`src/rtl/core/rtnb_pkg.sv`:
```
// ----------------------------------------------------------------------------
// rtnb_pkg
// shared types and constants for the radix tree node builder
// ----------------------------------------------------------------------------
package rtnb_pkg;

	localparam int unsigned MaxObjects = 1024;
	localparam int unsigned IdxW       = $clog2(MaxObjects);
	localparam int unsigned CntW       = IdxW + 1;
	localparam int unsigned SIdxW      = IdxW + 3;  // signed index width
	localparam int unsigned KeyW       = 32;
	localparam int unsigned QDepth     = 2;

	typedef enum logic {
		REQ_LOAD  = 1'b0,
		REQ_QUERY = 1'b1
	} req_type_t;

	typedef enum logic {
		ST_OK      = 1'b0,
		ST_BAD_IDX = 1'b1
	} status_t;

	// item handed from front to back
	typedef struct packed {
		logic            is_query;
		logic [IdxW-1:0] position;
		logic [KeyW-1:0] key_value;
	} cmd_t;

	typedef struct packed {
		logic [IdxW-1:0] range_first;
		logic [IdxW-1:0] range_last;
		logic [IdxW-1:0] split_position;
		logic            first_child_is_leaf;
		logic            second_child_is_leaf;
		logic            status;
	} res_t;

	// leading zero count, 32 for zero
	function automatic logic [5:0] lzc32(input logic [31:0] v);
		logic [5:0] c;
		logic       found;
		c     = 6'd32;
		found = 1'b0;
		for (int i = 31; i >= 0; i--) begin
			if (!found && v[i]) begin
				c     = 6'(31 - i);
				found = 1'b1;
			end
		end
		return c;
	endfunction

endpackage

```
`src/rtl/core/rtnb_req_if.sv`:
```
// ----------------------------------------------------------------------------
// rtnb_req_if / rtnb_rsp_if
// valid/ready channels for request and result items
// ----------------------------------------------------------------------------
interface rtnb_req_if import rtnb_pkg::*; ();
	logic            valid;
	logic            ready;
	logic            req_type;
	logic [IdxW-1:0] position;
	logic [KeyW-1:0] key_value;
	modport source (output valid, req_type, position, key_value, input ready);
	modport sink   (input valid, req_type, position, key_value, output ready);
endinterface


```
`src/rtl/core/rtnb_front.sv`:
```
// ----------------------------------------------------------------------------
// rtnb_front
// accepts request items and queues them for the back end
// ----------------------------------------------------------------------------
module rtnb_front import rtnb_pkg::*; (
	input  logic        clk,
	input  logic        arst_n,
	rtnb_req_if.sink    req,
	output logic        cmd_valid,
	output cmd_t        cmd,
	input  logic        cmd_pop
);
	cmd_t        fifo_q [QDepth];
	logic        wr_q, rd_q;
	logic [1:0]  cnt_q;
	logic        push;

	assign req.ready = (cnt_q != 2'(QDepth));
	assign push      = req.valid && req.ready;
	assign cmd_valid = (cnt_q != 2'd0);
	assign cmd       = fifo_q[rd_q];

	always_ff @(posedge clk) begin
		if (push) begin
			fifo_q[wr_q] <= '{is_query: (req.req_type == REQ_QUERY),
				position: req.position, key_value: req.key_value};
		end
	end

	always_ff @(posedge clk or negedge arst_n) begin
		if (!arst_n) begin
			wr_q  <= 1'b0;
			rd_q  <= 1'b0;
			cnt_q <= 2'd0;
		end else begin
			if (push) wr_q <= ~wr_q;
			if (cmd_pop) rd_q <= ~rd_q;
			cnt_q <= cnt_q + 2'(push) - 2'(cmd_pop);
		end
	end
endmodule

```
`src/flat_wrapper.sv`:
```
// flat-port wrapper written by rule: the top's interface ports become plain ports
module rtnb_front_flat import rtnb_pkg::*;
  (clk, arst_n, cmd_valid, cmd, cmd_pop, req_valid, req_req_type, req_position, req_key_value, req_ready);
  rtnb_req_if req_i ();
  input  logic clk;
  input  logic arst_n;
  output logic cmd_valid;
  output cmd_t cmd;
  input  logic cmd_pop;
  input wire logic [$bits(req_i.valid)-1:0] req_valid;
  input wire logic [$bits(req_i.req_type)-1:0] req_req_type;
  input wire logic [$bits(req_i.position)-1:0] req_position;
  input wire logic [$bits(req_i.key_value)-1:0] req_key_value;
  output wire logic [$bits(req_i.ready)-1:0] req_ready;
  assign req_i.valid = req_valid;
  assign req_i.req_type = req_req_type;
  assign req_i.position = req_position;
  assign req_i.key_value = req_key_value;
  assign req_ready = req_i.ready;
  rtnb_front u_core (.clk(clk), .arst_n(arst_n), .req(req_i), .cmd_valid(cmd_valid), .cmd(cmd), .cmd_pop(cmd_pop));
endmodule
```
`config.mk`:
```
export PLATFORM = sky130hd
export DESIGN_NAME = rtnb_front_flat
export DESIGN_NICKNAME = d
export VERILOG_FILES = /design/src/rtl/core/rtnb_pkg.sv /design/src/rtl/core/rtnb_req_if.sv /design/src/rtl/core/rtnb_front.sv /design/src/flat_wrapper.sv
export SDC_FILE = /design/constraint.sdc
export NUM_CORES = 1
export LEC_CHECK = 0
export BUFFER_PORTS_ARGS = -buffer_cell sky130_fd_sc_hd__buf_2
export CORE_ASPECT_RATIO = 0.5
export CORE_MARGIN = 10
export CORE_UTILIZATION = 40
export DETAILED_ROUTE_END_ITERATION = 7
export GPL_TIMING_DRIVEN = 0
export HOLD_SLACK_MARGIN = 0.03
export SETUP_SLACK_MARGIN = 0.15
export SYNTH_ARGS = -nofsm -noshare
export SYNTH_HDL_FRONTEND = slang
export SYNTH_SLANG_ARGS = --single-unit
```
`constraint.sdc`:
```
create_clock -name clk -period 3.6 [get_ports clk]
set_input_delay 0.9 -clock clk [delete_from_list [all_inputs] [get_ports clk]]
set_output_delay 0.9 -clock clk [all_outputs]
set_load 0.03 [all_outputs]
```
======== Yosys cells after proc, flatten, opt, wreduce, memory -nomap -nowiden ========
Memory sizes are Yosys's and may differ from the RTL's.
Cells that the tools add are included.
word-level totals
  register bits ........................... 4
  input bits .............................. 47
  bits in writable memories ............... 86
  logic and storage cells ................. 13
  output and inout port bits .............. 45
  memories ................................ 1
memories
  memory         depth  width  read ports  clocked after Yosys merged registers in  write ports  line              text
  u_core.fifo_q  2      43     1           0                                        1            rtnb_front.sv:13  cmd_t fifo_q [QDepth];
cells by class
  bitwise logic cells ..................... 2
  eq/ne operators ......................... 1
  add/subtract/negate cells ............... 2
  reduce and logical (&&, ||, !) cells .... 2
  mux-type cells .......................... 2
operator list
  operator              count
  $add A2 B1 Y2         1
  $mux W1               2
  $ne A2 B2 Y1 const B  1
  $not A1 Y1            2
  $reduce_bool A2 Y1    1
  $sub A2 B1 Y2         1
  $logic_and A1 B1 Y1   1

======== Depth between registers and ports, before layout ========
Gate-level depths: netlist (run 1).
  word-level depth ........................ 4
  depth in mapped cells ................... 5
  gate-level depth less buffers ........... 5

======== Least setup slack after synthesis (run 1) ========
OpenSTA, ideal clock, no wires.
  path kind ............................... input -> register
  start point ............................. input req_valid
  end point ............................... memory u_core.fifo_q[0][0] (netlist bit), enable pin
  setup time .............................. 444 ps
  required time ........................... 3156 ps
  setup slack ............................. 331 ps
  path buffers ............................ 0
  stages on the path ...................... 2
  data arrival time ....................... 2825 ps
  path through ............................ nand2_1 > nor2_1
on the way
  longest elaborated chain between the ends .. 3
RTL lines
  what                           line                text
  start: declaration             flat_wrapper.sv:10  input wire logic [$bits(req_i.valid)-1:0] req_valid;
  $logic_and A1 B1 Y1            rtnb_front.sv:19    assign push = req.valid && req.ready;
  $mux W1                        rtnb_front.sv:24    if (push) begin
  $mux W1 (not written as such)  rtnb_front.sv:25    fifo_q[wr_q] <= '{is_query: (req.req_type == REQ_QUERY),
  end: declaration               rtnb_front.sv:13
Every way passes these cells.

==> results.json, run 1 <==
{
  "synth_area_per_cell_um2": 23.04,
  "cts.repair.resized": 0,
  "synth_fa_ha_area_frac": 0.003573,
  "placed_cell_area_um2": 4168,
  "powerDensity_nw_per_um2": 921.9,
  "vias": 1679,
  "cts.clk_slew.worst_paths_ns": 0.06,
  "hpwl_mm": 4.648,
  "grt_pass1_wl_mm": 9.942,
  "vdd_ir_drop_max_v": 0.0005565,
  "final_hold_viol_count": 0,
  "muxShareOfSynthArea": 0.1829,
  "fin_util": 0.5224,
  "cp_slowest_cell": "dfrtp_1",
  "async_flop_share": 0.04444,
  "p_leak_uw": 0.001816,
  "total_power_uw": 4150,
  "first_pass_iters": 4,
  "cts.path.max_buffers": 2,
  "cts-htree-levels": 3,
  "yosysSeqAreaShare": 0.7660,
  "antenna_found_initial": 0,
  "layout_common_cells": "91 x buf_2, 86 x edfxtp_1, 39 x mux2_4, 9 x clkbuf_16",
  "layout_commonest_cell": "buf_2",
  "startpoint_type": "flip-flop",
  "drcViolationCount": 0,
  "slew_headroom": 0.5139,
  "synth-main-ff-cell": "edfxtp_1",
  "rsz0062_at_grt": "no",
  "die_w_um": 152.3,
  "drive_gt1_frac": 0.6054,
  "rows": 24,
  "grt-ovfl-total": 0,
  "finalWorstSetupSlack_ns": 1.207,
  "first_iter_violations": 72,
  "clock-root-buffer": "clkbuf_16",
  "yosysWarnings": 0,
  "period_minus_slack_ns": 2.393,
  "tightest_slew_ns": 0.7274,
  "synth-seq-cells": 90,
  "finalNetCount": 304,
  "met1_length_mm": 2.463,
  "routed_via_density": 4.442,
  "arrival_ns": 1.49,
  "critPathMaxFanout": 10,
  "place_congestion": 0.6741,
  "ctsHoldBuffers": 0,
  "pre_cts_slack_ns": 1.253,
  "drt-wirelength-per-cell_um": 16.83,
  "clk_latency_ns": 0.33,
  "highest_layer": "met4",
  "cts_tree": "yes",
  "post-route-period-util": 0.6648,
  "crit_path_max_incr_delay_ns": 0.37,
  "power.share.sequential": 0.362,
  "status": "finished, final reports clean",
  "combPwrFrac": 0.394,
  "route.met3.wl_um": 342,
  "cts_sinks": 90,
  "boundaryPins": 92,
  "critical_path_class": "flip-flop to output pin",
  "ys_types": 17,
  "ant_nets": 0,
  "finalInstanceArea_um2": 4502,
  "hp-class": "input port to asynchronous set/reset pin",
  "final-setup-viol-count": 0,
  "clock.fmax_ghz": 0.4178,
  "p_int_uw": 2790,
  "p_sw_uw": 1360,
  "hold_slack_ns": 0.3619,
  "grtUsageTotal": 0.09879,
  "initial_core_util": 0.4064,
  "grt_pass1_vias": 1910,
  "synth_simple_gate_area_frac": 0.01036,
  "synth-compound-area-share": 0,
  "core_area_um2": 8618,
  "clock-skew-final_ns": 0.004450,
  "synth_area_um2": 3502,
  "power.share.switching": 0.3278,
  "grt_max_degree": 23,
  "post-cts-setup-buffers": 0,
  "die_h_um": 86.17,
  "cp_cell_sequence": "buf_6 -> buf_12 -> mux2_4 -> buf_2",
  "synth_fp_nets": 200,
  "area_growth_pct": 28.55,
  "synth_edf_count": 86,
  "antenna_cells": 0,
  "cts_made_buffers": 9,
  "drv_slew": 0,
  "wl_mm": 6.362,
  "synth-xor-area-share": 0.01000,
  "worstPathRequired_ns": 2.70,
  "clockPowerShare": 0.244,
  "route.met2.wl_mm": 3.481,
  "die_area_um2": 13130,
  "synth_top_family_by_area": "multiplexers",
  "crit_path_end_kind": "output pin",
  "io_buffer_count": 91,
  "syn_inst": 152,
  "cap_violations": 0
}
per-stage QoR:
| step | TNS [ns] | std cells |
|---|---|---|
| floorplan | 0 | 152 |
| finish | 0 | 378 |
| global route | 0 | 378 |
| CTS | 0 | 378 |
| global placement | -31.10 | 360 |
| detailed placement | 0 | 362 |
routing by layer:
| metal | up-vias | GRT usage |
|---|---|---|
| li1 | 798 | - |
| met1 | 836 | 0.1015 |
| met2 | 41 | 0.1765 |
| met3 | 4 | 0.03946 |
| met4 | 0 | 0.04605 |
| met5 | - | 0 |
synth_stat cells, types with 2 or more instances:
cell type | number | area (µm²)
dfrtp_1 | 4 | 100.1
nand2_1 | 2 | 7.510
xor2_1 | 2 | 17.52
buf_12 | 4 | 80.08
mux2_2 | 4 | 45.04
mux2_4 | 39 | 585.6
xnor2_1 | 2 | 17.52
edfxtp_1 | 86 | 2582
cells by family (layout without fill, tap and decap cells):
group | count (synthesis) | after routing
DFF | 90 | 90
muxes | 44 | 44
adders and majority gates | 1 | 1
xor gates and xnor gates | 4 | 4
buffers and inverters | 6 | 115
and+or+nand+nor | 7 | 7
worst paths after layout:
check                                                 end  cells past startpoint                      start  slack [ns]
setup / recovery                                  cmd[14]                      4    u_core.rd_q$_DFFE_PN0P_        1.21
hold / removal                    u_core.rd_q$_DFFE_PN0P_                      1                     arst_n        0.36
setup reg to reg           u_core.fifo_q[0][11]$_DFFE_PP_                      4  u_core.cnt_q[0]$_DFF_PN0_        1.76
hold reg to reg                   u_core.wr_q$_DFFE_PN0P_                      1    u_core.wr_q$_DFFE_PN0P_        0.57
max in group asynchronous       u_core.cnt_q[1]$_DFF_PN0_                      1                     arst_n        3.12
min in group clk                  u_core.wr_q$_DFFE_PN0P_                      1    u_core.wr_q$_DFFE_PN0P_        0.57
worst max-delay path, delay by kind of cell (launching register included):
| family | cells | cell delay, ns |
|---|---|---|
| buf+inv | 3 | 0.49 |
| flops | 1 | 0.37 |
| mux | 1 | 0.30 |
flip-flops by register name (all words and copies together) (netlist names):
name and flops:
u_core.rd_q 1, u_core.wr_q 1, u_core.cnt_q 2, u_core.fifo_q 86
power groups by stage:
stage / Combinational (µW) / Sequential, µW / Clock, µW
6_report: 1640 / 1500 / 1010
5_1_grt: 1740 / 1520 / 1090
4_1_cts: 1680 / 1500 / 1040
3_5_place_dp: 1680 / 1530 / 0
3_3_place_gp: 1600 / 1530 / 0
2_1_floorplan: 1250 / 1510 / 0
final cells by class:
| cell class | instances | area (µm²) |
|---|---|---|
| plain buffers | 5 | 91.34 |
| fillers | 716 | 4116 |
| clock buffers | 14 | 274.0 |
| flip-flops and latches | 90 | 2683 |
| clock inverters | 2 | 60.06 |
| inverters | 1 | 3.754 |
| multi-input cells | 56 | 733.2 |
| repair buffers | 93 | 510.5 |
| well taps | 117 | 146.4 |
Power figures use the tool's default switching activity.
==> run 2, diff against run 1 <==
Clock period 3.6 ns to 2.27 ns, I/O delays scaled along.
==> run 2 against run 1 <==
Net effect:
- clock power rose by 31%
- die area did not move
- worst setup slack got worse by 1.0 ns
- sequential share of layout area rose by 1.1 points
- cell count rose by 0.53%
- via count rose by 0.42%
- global-route usage rose by 0.65 points
- critical endpoint is now cmd[15]
- largest cell class unchanged
- highest routed layer unchanged
==> results.json, run 2 (synthesis results as in run 1) <==
{
  "grtUsageTotal": 0.1053,
  "first_iter_violations": 103,
  "crit_path_end_kind": "output pin",
  "vdd_ir_drop_max_v": 0.001021,
  "die_w_um": 152.3,
  "drive_gt1_frac": 0.6046,
  "reg_top3": "u_core.fifo_q x86, u_core.cnt_q x2",
  "ant_nets": 0,
  "area_growth_pct": 26.26,
  "reg2reg_to": "u_core.fifo_q[1][20]$_DFFE_PP_",
  "tightest_slew_ns": 1.069,
  "worstPathRequired_ns": 1.70,
  "cts_made_buffers": 9,
  "vias": 1686,
  "r2r_cells": 1,
  "critPathMaxFanout": 10,
  "period_minus_slack_ns": 2.069,
  "grt_pass1_wl_mm": 10.38,
  "boundaryPins": 92,
  "powerDensity_nw_per_um2": 1428,
  "core_area_um2": 8618,
  "die_area_um2": 13130,
  "clock.fmax_ghz": 0.4832,
  "cap_violations": 0,
  "cp_num_buf_inv": 3,
  "hold_slack_ns": 0.4166,
  "io_buffer_count": 91,
  "cts-htree-levels": 3,
  "slew_headroom": 0.2873,
  "cts.path.max_buffers": 2,
  "p_leak_uw": 0.001778,
  "drcViolationCount": 0,
  "die_h_um": 86.17,
  "layout_commonest_cell": "buf_2",
  "final_hold_viol_count": 0,
  "regMostFlops": "u_core.fifo_q",
  "final_cell_count_no_fill": 380,
  "wl_mm": 6.709,
  "layout_common_cells": "89 x buf_2, 86 x edfxtp_1, 39 x mux2_4, 9 x clkbuf_16",
  "antenna_found_initial": 0,
  "clock-root-buffer": "clkbuf_16",
  "largest_register_ffs": 86,
  "grt-ovfl-total": 0,
  "startpoint_type": "flip-flop",
  "holdPathEnd": "u_core.fifo_q[1][25]$_DFFE_PP_",
  "hp-start": "req_key_value[25]",
  "first_pass_iters": 4,
  "rsz0062_at_grt": "yes",
  "critical_path_class": "flip-flop to output pin",
  "rows": 24,
  "cp_cell_sequence": "buf_8 -> buf_12 -> mux2_4 -> buf_2",
  "r2r_slack_ns": 0.36,
  "cts_tree": "yes",
  "drv_slew": 0,
  "clock-skew-final_ns": 0.003544,
  "r2r-start": "u_core.wr_q$_DFFE_PN0P_",
  "crit_path_max_incr_delay_ns": 0.38,
  "grt_pass1_vias": 1936,
  "cp_slowest_cell": "dfrtp_1",
  "arrival_ns": 1.50,
  "hp-class": "input port to flip-flop",
  "place_congestion": 0.6578,
  "final-setup-viol-count": 0,
  "hpwl_mm": 4.480,
  "finalNetCount": 306,
  "post-route-period-util": 0.9117,
  "n_fill_cell": 725,
  "min_path_cells": 1,
  "drt-wirelength-per-cell_um": 17.66,
  "clk_latency_ns": 0.34,
  "antenna_cells": 0,
  "cts.clk_slew.worst_paths_ns": 0.06,
  "grt_max_degree": 44,
  "placedCellCount": 360,
  "fin_tns_setup_ns": 0,
  "status": "finished, final reports clean",
  "cts_sinks": 90,
  "initial_core_util": 0.4064,
  "routed_via_density": 4.437,
  "cp_top_family": "buffers and inverters"
}
## run 2: changes by cell type in the layout (fill, tap and decap cells not counted)
cell	previous run	this run
clkinvlp_4	0	1
buf_8	0	1
clkinv_4	0	1
clkbuf_8	3	0
dlygate4sd3_1	0	1
bufinv_16	2	0
clkinv_2	0	3
buf_4	0	4
nor2_4	1	2
buf_16	2	0
buf_2	91	89
buf_6	1	0
## run 2: report_power, final
group | internal, µW | total (µW) | switching [µW] | leakage (µW)
sequential | 2280 | 2410 | 127 | 0.000844
clock | 738 | 1320 | 585 | 0.000129
combinational | 1070 | 2580 | 1510 | 0.000804
## run 2: worst max-delay path by stage
stage | startpoint | endpoint | slack, ns | depth (start not counted)
6_report | u_core.rd_q$_DFFE_PN0P_ | cmd[15] | 0.20 | 4
5_1_grt | u_core.rd_q$_DFFE_PN0P_ | cmd[20] | 0.15 | 4
4_1_cts | u_core.rd_q$_DFFE_PN0P_ | cmd[15] | 0.17 | 4
3_5_place_dp | req_valid | u_core.fifo_q[0][29]$_DFFE_PP_ | 0.02 | 3
3_3_place_gp | req_valid | u_core.fifo_q[0][24]$_DFFE_PP_ | 0.08 | 3
2_1_floorplan | u_core.cnt_q[0]$_DFF_PN0_ | u_core.fifo_q[0][0]$_DFFE_PP_ | 0.31 | 3
## run 2: metrics by stage
step / worst slack, ns / total power, µW / util / instance area, µm²
final: 0.2005 / 6314 / 0.5131 / 4422
after global routing: 0.1498 / 6624 / 0.5131 / 4422
after CTS: 0.1743 / 6382 / 0.5103 / 4398
after detailed placement: 0.01848 / 5013 / 0.4772 / 4113
after global placement: 0.08154 / 4948 / 0.4772 / 4113
after floorplan: 0.3148 / 4383 / - / 3511
## run 2: timing repair
item	4_1_cts	5_1_grt
cloned	1	0
endpoints found under the setup margin	43	31
hold buffers	1	0
endpoints found under the hold margin	4	0
gates resized for setup	1	5
setup buffers	0	2
## run 2: final cells by class
class                      instances  area (µm²)  area share
buffer                             5       95.09     0.02151
clock buffer                      11       232.7     0.05263
clock inverter                     5       31.28    0.007074
inverter                           1       3.754   0.0008489
multi-input combinational         57       744.5      0.1684
sequential                        90        2683      0.6067
tap                              117       146.4     0.03311
timing repair buffer              94       485.5      0.1098
## run 2: layer usage
metal / track usage / wire, µm / up-vias / part of all wire
met5: 0 / 0 / - / 0
met4: 0.05387 / 125 / 0 / 0.019
met3: 0.04745 / 388 / 9 / 0.058
met2: 0.1899 / 3747 / 43 / 0.56
met1: 0.1018 / 2448 / 828 / 0.36
li1: - / - / 806 / -
